--- src/sv/mhti_pkg.sv ---
`timescale 1ns / 1ps

package mhti_pkg;

  localparam int unsigned MacByteW     = 8;
  localparam int unsigned CrcW         = 32;
  localparam int unsigned HashIdxW     = 6;
  localparam int unsigned TableW       = 64;
  localparam int unsigned AddrBytesDef = 6;

  localparam logic [CrcW-1:0] CrcInit  = 32'hFFFF_FFFF;
  localparam logic [CrcW-1:0] CrcPoly  = 32'h04C1_1DB7;
  localparam int unsigned     IdxShift = 23;

  typedef logic [MacByteW-1:0] mac_byte_t;
  typedef logic [CrcW-1:0]     crc_t;
  typedef logic [HashIdxW-1:0] hash_idx_t;
  typedef logic [TableW-1:0]   table_t;

  // Left-shifting CRC, data bits fed LSB first.
  function automatic crc_t crc_feed_byte(crc_t crc_in, mac_byte_t data);
    crc_t crc;
    crc = crc_in;
    for (int k = 0; k < MacByteW; k++) begin
      if (crc[CrcW-1] ^ data[k]) begin
        crc = {crc[CrcW-2:0], 1'b0} ^ CrcPoly;
      end else begin
        crc = {crc[CrcW-2:0], 1'b0};
      end
    end
    return crc;
  endfunction

  function automatic hash_idx_t crc_to_index(crc_t crc);
    return crc[IdxShift +: HashIdxW];
  endfunction

endpackage

--- src/sv/mhti_in_if.sv ---
`timescale 1ns / 1ps

interface mhti_in_if import mhti_pkg::*; ();
  logic      valid;
  logic      ready;
  mac_byte_t mac_byte;

  modport source (output valid, output mac_byte, input ready);
  modport sink   (input valid, input mac_byte, output ready);
endinterface

--- src/sv/mhti_out_if.sv ---
`timescale 1ns / 1ps

interface mhti_out_if import mhti_pkg::*; ();
  logic      valid;
  logic      ready;
  hash_idx_t hash_index;
  table_t    table_bits;

  modport source (output valid, output hash_index, output table_bits, input ready);
  modport sink   (input valid, input hash_index, input table_bits, output ready);
endinterface

--- src/sv/multicast_hash_table_insert.sv ---
`timescale 1ns / 1ps
// A byte accepted from in_bus lands in the input register; the last byte of an
// address then loads the result register, where its beat waits until out_bus takes it.
// Throughput: one byte per cycle, set by the byte-wide CRC update between the input
// register and the CRC/result registers. Input stalls only when the last byte of an
// address meets a result beat that has not been taken.
// Reset (rst_n low, synchronous): CRC to all ones, byte count and hash table to zero,
// no beat in flight.

module multicast_hash_table_insert import mhti_pkg::*; #(
  parameter int unsigned ADDRESS_BYTES = AddrBytesDef
) (
  input  logic clk,
  input  logic rst_n,
  mhti_in_if.sink    in_bus,
  mhti_out_if.source out_bus
);

  localparam int unsigned PosW = (ADDRESS_BYTES > 1) ? $clog2(ADDRESS_BYTES) : 1;
  localparam logic [PosW-1:0] LastPos = PosW'(ADDRESS_BYTES - 1);

  // input register
  logic      s1_valid_r;
  mac_byte_t s1_byte_r;

  // running state
  crc_t            crc_r,   crc_nxt;
  logic [PosW-1:0] pos_r,   pos_nxt;
  table_t          table_r, table_nxt;

  // result register
  logic      out_valid_r;
  hash_idx_t out_idx_r;
  table_t    out_table_r;

  logic      is_last;
  logic      out_free;
  logic      s1_fire;
  logic      emit;
  crc_t      crc_upd;
  hash_idx_t idx;

  always_comb begin
    crc_upd  = crc_feed_byte(crc_r, s1_byte_r);
    idx      = crc_to_index(crc_upd);
    is_last  = (pos_r == LastPos);
    out_free = !out_valid_r || out_bus.ready;
    // only the last byte needs room in the result register
    s1_fire  = s1_valid_r && (!is_last || out_free);
    emit     = s1_fire && is_last;

    crc_nxt   = crc_r;
    pos_nxt   = pos_r;
    table_nxt = table_r;
    if (s1_fire) begin
      if (is_last) begin
        crc_nxt   = CrcInit;
        pos_nxt   = '0;
        table_nxt = table_r | (table_t'(1) << idx);
      end else begin
        crc_nxt = crc_upd;
        pos_nxt = pos_r + PosW'(1);
      end
    end
  end

  assign in_bus.ready       = !s1_valid_r || s1_fire;
  assign out_bus.valid      = out_valid_r;
  assign out_bus.hash_index = out_idx_r;
  assign out_bus.table_bits = out_table_r;

  always_ff @(posedge clk) begin
    if (!rst_n) begin
      s1_valid_r  <= 1'b0;
      out_valid_r <= 1'b0;
      crc_r       <= CrcInit;
      pos_r       <= '0;
      table_r     <= '0;
    end else begin
      if (in_bus.ready) begin
        s1_valid_r <= in_bus.valid;
      end
      if (emit) begin
        out_valid_r <= 1'b1;
      end else if (out_bus.ready) begin
        out_valid_r <= 1'b0;
      end
      crc_r   <= crc_nxt;
      pos_r   <= pos_nxt;
      table_r <= table_nxt;
    end
  end

  always_ff @(posedge clk) begin
    if (in_bus.valid && in_bus.ready) begin
      s1_byte_r <= in_bus.mac_byte;
    end
    if (emit) begin
      out_idx_r   <= idx;
      out_table_r <= table_nxt;
    end
  end

  a_pos_range: assert property (@(posedge clk) disable iff (!rst_n)
    rst_n |-> pos_r <= LastPos)
    else $error("byte count past last byte");

  a_table_grows: assert property (@(posedge clk) disable iff (!rst_n)
    rst_n |=> (($past(table_r) & ~table_r) == '0))
    else $error("hash table lost a bit");

  a_out_bit_set: assert property (@(posedge clk) disable iff (!rst_n)
    out_valid_r |-> out_table_r[out_idx_r])
    else $error("result table misses its own index bit");

  a_out_table_live: assert property (@(posedge clk) disable iff (!rst_n)
    out_valid_r |-> out_table_r == table_r)
    else $error("table changed while result beat pending");

endmodule
--- src/flat_wrapper.sv ---
// flat-port wrapper written by rule: the top's interface ports become plain ports
module multicast_hash_table_insert_flat import mhti_pkg::*;
#(
  parameter int unsigned ADDRESS_BYTES = AddrBytesDef
)
  (clk, rst_n, in_bus_valid, in_bus_mac_byte, in_bus_ready, out_bus_valid, out_bus_hash_index, out_bus_table_bits, out_bus_ready);
  mhti_in_if in_bus_i ();
  mhti_out_if out_bus_i ();
  input  logic clk;
  input  logic rst_n;
  input wire logic [$bits(in_bus_i.valid)-1:0] in_bus_valid;
  input wire logic [$bits(in_bus_i.mac_byte)-1:0] in_bus_mac_byte;
  output wire logic [$bits(in_bus_i.ready)-1:0] in_bus_ready;
  output wire logic [$bits(out_bus_i.valid)-1:0] out_bus_valid;
  output wire logic [$bits(out_bus_i.hash_index)-1:0] out_bus_hash_index;
  output wire logic [$bits(out_bus_i.table_bits)-1:0] out_bus_table_bits;
  input wire logic [$bits(out_bus_i.ready)-1:0] out_bus_ready;
  assign in_bus_i.valid = in_bus_valid;
  assign in_bus_i.mac_byte = in_bus_mac_byte;
  assign in_bus_ready = in_bus_i.ready;
  assign out_bus_valid = out_bus_i.valid;
  assign out_bus_hash_index = out_bus_i.hash_index;
  assign out_bus_table_bits = out_bus_i.table_bits;
  assign out_bus_i.ready = out_bus_ready;
  multicast_hash_table_insert #(.ADDRESS_BYTES(ADDRESS_BYTES)) u_core (.clk(clk), .rst_n(rst_n), .in_bus(in_bus_i), .out_bus(out_bus_i));
endmodule
--- config.mk ---
export PLATFORM = sky130hd
export DESIGN_NAME = multicast_hash_table_insert_flat
export DESIGN_NICKNAME = d
export VERILOG_FILES = /design/src/sv/mhti_pkg.sv /design/src/sv/mhti_in_if.sv /design/src/sv/mhti_out_if.sv /design/src/sv/multicast_hash_table_insert.sv /design/src/flat_wrapper.sv
export SDC_FILE = /design/constraint.sdc
export NUM_CORES = 1
export LEC_CHECK = 0
export BUFFER_PORTS_ARGS = -buffer_cell sky130_fd_sc_hd__buf_2
export CAP_MARGIN = 30
export CELL_PAD_IN_SITES_DETAIL_PLACEMENT = 0
export CELL_PAD_IN_SITES_GLOBAL_PLACEMENT = 1
export CORE_UTILIZATION = 42
export DETAILED_ROUTE_END_ITERATION = 16
export PLACE_DENSITY_LB_ADDON = 0.1
export SLEW_MARGIN = 30
export SYNTH_ARGS = -nofsm -noshare
export SYNTH_HDL_FRONTEND = slang
export SYNTH_SLANG_ARGS = --single-unit
--- constraint.sdc ---
create_clock -name clk -period 2.8 [get_ports clk]
set_input_delay 0.28 -clock clk [delete_from_list [all_inputs] [get_ports clk]]
set_output_delay 0.28 -clock clk [all_outputs]
set_load 0.1 [all_outputs]
## Yosys cells after proc, flatten, opt, wreduce, memory -nomap -nowiden

Index checks and enable logic that the tools add are counted.

- Add/sub/neg operators: 1
- Eq/ne operators: 1
- Shifts and indexed selects: 1
- Muxes and demuxes: 14
- Bitwise operators: 17
- Reductions and logical operators: 10

Operators by type and width:

| operator | number |
|---|---|
| $mux W27 | 8 |
| $mux W64 | 2 |
| $not A14 Y14 | 8 |
| $or A64 B64 Y64 | 1 |
| $shl A1 B6 Y64 const A | 1 |
| $mux W32 | 1 |
| $xor A1 B1 Y1 | 8 |
| $add A3 B1 Y3 const B | 1 |
| $eq A3 B3 Y1 const B | 1 |
| $logic_and A1 B1 Y1 | 3 |
| $logic_not A1 Y1 | 3 |
| $logic_or A1 B1 Y1 | 3 |
| $mux W3 | 1 |
| $mux W1 | 2 |
| $reduce_bool A2 Y1 | 1 |

- Register bits after elaboration: 179
- Word-level logic and storage cells: 52

## Longest topological paths before layout

- Word-level depth: 20
- Depth in mapped cells: 7
- Mapped depth without buffers: 6

## Worst setup path before layout

Ideal clock, no wire load.

- Path type: flip-flop to flip-flop
- Start: register u_core.out_valid_r (netlist: u_core.out_bus.valid)
- End: register u_core.out_table_r[57] (netlist: u_core.out_bus.table_bits[57]), data pin
- Setup time: 129 ps
- Arrival time: 3,333 ps
- Data required time: 2,671 ps
- Slack: -663 ps
- Stages on the path, launching flop included: 7
- Path buffers: 0
- Clock period less this slack: 3,463 ps
- Path through: dfxtp_1 -> nand2b_1 -> nand2_1 -> inv_1 -> nand3_1 -> nor3_1 -> a21o_1

- Word-level cells in the longest chain between the ends: 5

RTL lines:

| element | line | text |
|---|---|---|
| from (decl) | multicast_hash_table_insert.sv:32 | `logic out_valid_r;` |
| from (signal assigned) | multicast_hash_table_insert.sv:75 | `out_valid_r <= 1'b0;` |
| from (signal assigned) | multicast_hash_table_insert.sv:84 | `out_valid_r <= 1'b1;` |
| from (signal assigned) | multicast_hash_table_insert.sv:86 | `out_valid_r <= 1'b0;` |
| $logic_not A1 Y1 | multicast_hash_table_insert.sv:47 | `out_free = !out_valid_r \|\| out_bus.ready;` |
| $logic_or A1 B1 Y1 | multicast_hash_table_insert.sv:47 |  |
| $logic_or A1 B1 Y1 | multicast_hash_table_insert.sv:49 | `s1_fire = s1_valid_r && (!is_last \|\| out_free);` |
| $logic_and A1 B1 Y1 | multicast_hash_table_insert.sv:49 |  |
| $mux W64 | multicast_hash_table_insert.sv:55 | `if (s1_fire) begin` |
| via u_core.table_nxt[57] | multicast_hash_table_insert.sv:29 | `table_t table_r, table_nxt;` |
| to (signal assigned) | multicast_hash_table_insert.sv:100 | `out_table_r <= table_nxt;` |
| to (decl) | multicast_hash_table_insert.sv:34 | `table_t out_table_r;` |

The timed path passes the listed nets, and every way through them passes these cells.
A chain may end at the register's enable or synchronous reset.

## Worst setup path after layout

- Start: register u_core.crc_r[26]
- End: register u_core.out_table_r[60] (netlist: u_core.out_bus.table_bits[60]), data pin

- Word-level cells in the longest chain between the ends: 9

RTL lines:

| element | line | text |
|---|---|---|
| from (decl) | multicast_hash_table_insert.sv:27 | `crc_t crc_r, crc_nxt;` |
| from (signal assigned) | multicast_hash_table_insert.sv:76 | `crc_r <= CrcInit;` |
| from (signal assigned) | multicast_hash_table_insert.sv:88 | `crc_r <= crc_nxt;` |
| $xor A1 B1 Y1 * | mhti_pkg.sv:25 | `if (crc[CrcW-1] ^ data[k]) begin` |
| $mux W27 * | mhti_pkg.sv:25 |  |
| $not A14 Y14 (no line) | -- |  |
| $mux W27 (2 in series) | mhti_pkg.sv:25 |  |
| $shl A1 B6 Y64 * | multicast_hash_table_insert.sv:59 | `table_nxt = table_r \| (table_t'(1) << idx);` |
| $or A64 B64 Y64 * | multicast_hash_table_insert.sv:59 |  |
| $mux W64 * | multicast_hash_table_insert.sv:56 | `if (is_last) begin` |
| $mux W64 * | multicast_hash_table_insert.sv:55 |  |
| via u_core.table_nxt[60] | multicast_hash_table_insert.sv:29 |  |

Mark *: on every way through the listed nets, which the timed path passes. The rest lies on a longest branch.

==> impl_metrics.toml <==
[floorplanning]
floorplan.die_area_sq_um = 18010
initial_core_util = 0.4365
placeableCoreArea_sq_um = 16820
die_h_microns = 134.2
die-width_microns = 134.2
std_cell_rows = 47
top_level_ports = 84

[grt]
grt_pass1_vias = 4662
global_route.usage.total = 0.1791
grt_pass1_wl_mm = 24.61
grt_max_degree = 74
congestion_overflow_gr = 0
antenna_found_initial = 0

[worst_setup_path]
timing.critical_path.fanout_max = 14
critPathArrivalTime_ps = 2910
timing.critical_path.buf_inv = 2
timing.setup.critical_path_class = "flip-flop to flip-flop"
largest_delay_contributor_family_on_the_critical_path = "XOR/XNOR gates"
required_time_at_the_endpoint_of_the_critical_path_ps = 3100
crit_end_element = "flip-flop"
timing.critical_path.slowest_cell_delay_ps = 570
critical_path.cell_chain = "xor2_1 -> xnor3_1 -> xor2_2 -> inv_2 -> buf_4 -> nor3_1 -> a21o_1"
timing.critical_path.from_type = "flip-flop"
crit_path_top_delay_cell = "sky130_fd_sc_hd__xnor3_1"

[cts]
cts_buffers = 17
clk_pin_slew_ps = 70
tritoncts_clock_tree = "built"
postCtsSetupRepairBufs = 0
cts.sinks = 179
cts_hold_buf = 0
worst_skew_pair.late_latency_ps = 420
htree_num_levels = 4
post_cts.resized_instances = 0
clockRootBuffer = "sky130_fd_sc_hd__clkbuf_16"
cts_buffer_depth = 2

[final_layout]
flow.area_growth_from_synthesis_pct = 18.47
final_core_occ = 0.5172
nets = 708
antenna_cells_inserted = 0
drive_above_1_share = 0.2511
fill_cells = 1514

[yosys]
netlist.top_cell.by_area = "sky130_fd_sc_hd__edfxtp_1"
sequential_to_total_area_share_from_yosys_stat = 0.5944
synthesized_area_per_cell_sq_um = 12.24
synth-async-reset-ratio = 0
postSynthCellCount = 600
synth.net_count = 612
synthDistinctLibCells = 40
number_of_flops_mapped_to_enable_cells_by_yosys = 78
post_synth_main_area_contributors = "sky130_fd_sc_hd__edfxtp_1, sky130_fd_sc_hd__dfxtp_1, sky130_fd_sc_hd__xnor2_1"
synth.yosys.warnings = 0
synth.ff_latch_count = 179
synth_flop_cell = "sky130_fd_sc_hd__dfxtp_1"
synth_area_sq_um = 7342
yosys.area.top_type_share = 0.3190

[power]
leakage_nw = 3.266
power.clock.fraction = 0.334
switchingPower_w = 0.002345
p_sw_frac = 0.3291
cell_int_power_w = 0.004781
share_seq_of_total_power = 0.398
combPwrFrac = 0.267
irDropWorstVdd_mv = 0.6563
power_density_nw_per_um2 = 819.3

[job]
maxCapViolCount = 0

[timing]
final_max_slew_viol_count = 0
fmaxAchievable_ghz = 0.3824
worst_pin_slew_ps = 770.7
final.setup_skew_ps = 8.387
grt_setup_unrepaired = "no"
tns_ps = 0
rel_slew_slack = 0.4862
fin_crit_ps = 2615
finalSetupViolCount = 0
report.final.hold_viol_count = 0
post-route-period-util = 0.9339

[route]
dr.pass1.iters = 6
post_drt_via_cell_ratio = 5.167
number_of_design_rule_violations_left_by_the_first_detailed_router_iteration = 223
route.detailed.drc = 0
dr_total_vias = 4800
route.detailed.wl_per_inst_microns = 16.59
detail-route-antenna-nets = 0
wirelength_mm = 15.41

[placed_design]
hpwl_mm = 10.57
io_buffer_count = 83
finalWeightedCongestion = 0.8044

[worst_hold_path]
min_path_type = "input pin to flip-flop"

[outcome]
run_status = "finished clean"
[worst paths after layout]
check                                      from                                      end  slack, ps  cells after the start
hold reg to reg    u_core.table_r[2]$_SDFF_PN0_             u_core.table_r[2]$_SDFF_PN0_        450                      2
setup / recovery  u_core.crc_r[26]$_SDFFE_PN1P_  u_core.out_bus.table_bits[60]$_DFFE_PP_        190                      7
hold / removal               in_bus_mac_byte[2]            u_core.s1_byte_r[2]$_DFFE_PP_         30                      1
setup reg to reg  u_core.crc_r[26]$_SDFFE_PN1P_  u_core.out_bus.table_bits[60]$_DFFE_PP_        190                      7
[logic make-up after synthesis]
logic type,count (synthesis),share of synthesized area
muxes,1,0.001363
buffers and inverters,39,0.02283
DFF,179,0.5944
AOI/OAI and AO/OA,166,0.1587
xor gates and xnor gates,72,0.1282
and+or+nand+nor,143,0.09458
[stage by stage]
stage               cells  area [sq um]  setup slack [ps]  hold WS [ps]  total power [W]
finish                929          8698             185.2         25.96         0.007126
global route          929          8698             67.62         13.37         0.007467
CTS                   929          8697             169.4         5.611         0.007215
detailed placement    897          8098             202.4         436.1         0.004819
global placement      897          8098             218.8         428.5         0.004808
floorplan             600          7350             78.75         378.9         0.004202
[registers in the layout (all words and copies together) (netlist names)]
register	cells
u_core.out_bus.valid	1
u_core.out_bus.hash_index	6
u_core.out_bus.table_bits	64
u_core.pos_r	3
u_core.table_r	64
u_core.s1_valid_r	1
u_core.crc_r	32
u_core.s1_byte_r	8
[power by group through the flow]
stage	sequential, W	clock [W]	combinational (W)
floorplan	0.00289	0	0.00132
global placement	0.00290	0	0.00191
CTS	0.00284	0.00244	0.00193
detailed placement	0.00290	0	0.00192
finish	0.00284	0.00238	0.00190
global route	0.00285	0.00254	0.00208
[routing by layer]
| metal | part of all wire | track usage | routed length (microns) | up-vias |
|---|---|---|---|---|
| met2 | 0.50 | 0.2994 | 7741 | 99 |
| met3 | 0.030 | 0.03212 | 457 | 16 |
| met1 | 0.46 | 0.2332 | 7018 | 2331 |
| met4 | 0.013 | 0.06367 | 194 | 0 |
| met5 | 0 | 0 | 0 | - |
| li1 | - | - | - | 2354 |
[cells in the final DEF (no fill, tap or decap), types with 4 or more instances in the layout]
cell type,n
sky130_fd_sc_hd__o211ai_1,28
sky130_fd_sc_hd__nand2_1,77
sky130_fd_sc_hd__a21o_1,32
sky130_fd_sc_hd__xnor2_4,7
sky130_fd_sc_hd__nor3_2,9
sky130_fd_sc_hd__buf_2,83
sky130_fd_sc_hd__nor3_1,13
sky130_fd_sc_hd__clkinvlp_4,4
sky130_fd_sc_hd__o21ai_1,4
sky130_fd_sc_hd__inv_6,4
sky130_fd_sc_hd__a22o_1,24
sky130_fd_sc_hd__xor2_1,13
sky130_fd_sc_hd__inv_2,6
sky130_fd_sc_hd__nor2_2,4
sky130_fd_sc_hd__buf_4,24
sky130_fd_sc_hd__edfxtp_1,78
sky130_fd_sc_hd__clkbuf_16,17
sky130_fd_sc_hd__o21ai_0,38
sky130_fd_sc_hd__xnor2_1,38
sky130_fd_sc_hd__o21bai_1,32
sky130_fd_sc_hd__xnor3_2,4
sky130_fd_sc_hd__nand3_1,24
sky130_fd_sc_hd__dfxtp_1,100
[synthesized netlist by cell type (all sizes together), types with 3 or more instances]
cell    count
a21o       32
dfxtp     101
or3         3
nand3      24
clkbuf     17
nand2      79
nor3       22
buf        13
xnor2      48
inv         9
a22o       24
edfxtp     78
xor2       15
o22ai       3
o21ai      43
o211ai     28
o21bai     32
nor2        6
xnor3       7
[cell type report]
cell class / instances / area [sq um] / area share
tap: 220 / 275.3 / 0.03165
inverter: 9 / 37.54 / 0.004315
multi-input combinational: 382 / 2823 / 0.3245
clock buffer: 17 / 425.4 / 0.04891
clock inverter: 15 / 173.9 / 0.01999
sequential: 179 / 4368 / 0.5022
timing repair buffer: 107 / 595.6 / 0.06847
Power figures use the tool's default switching activity.
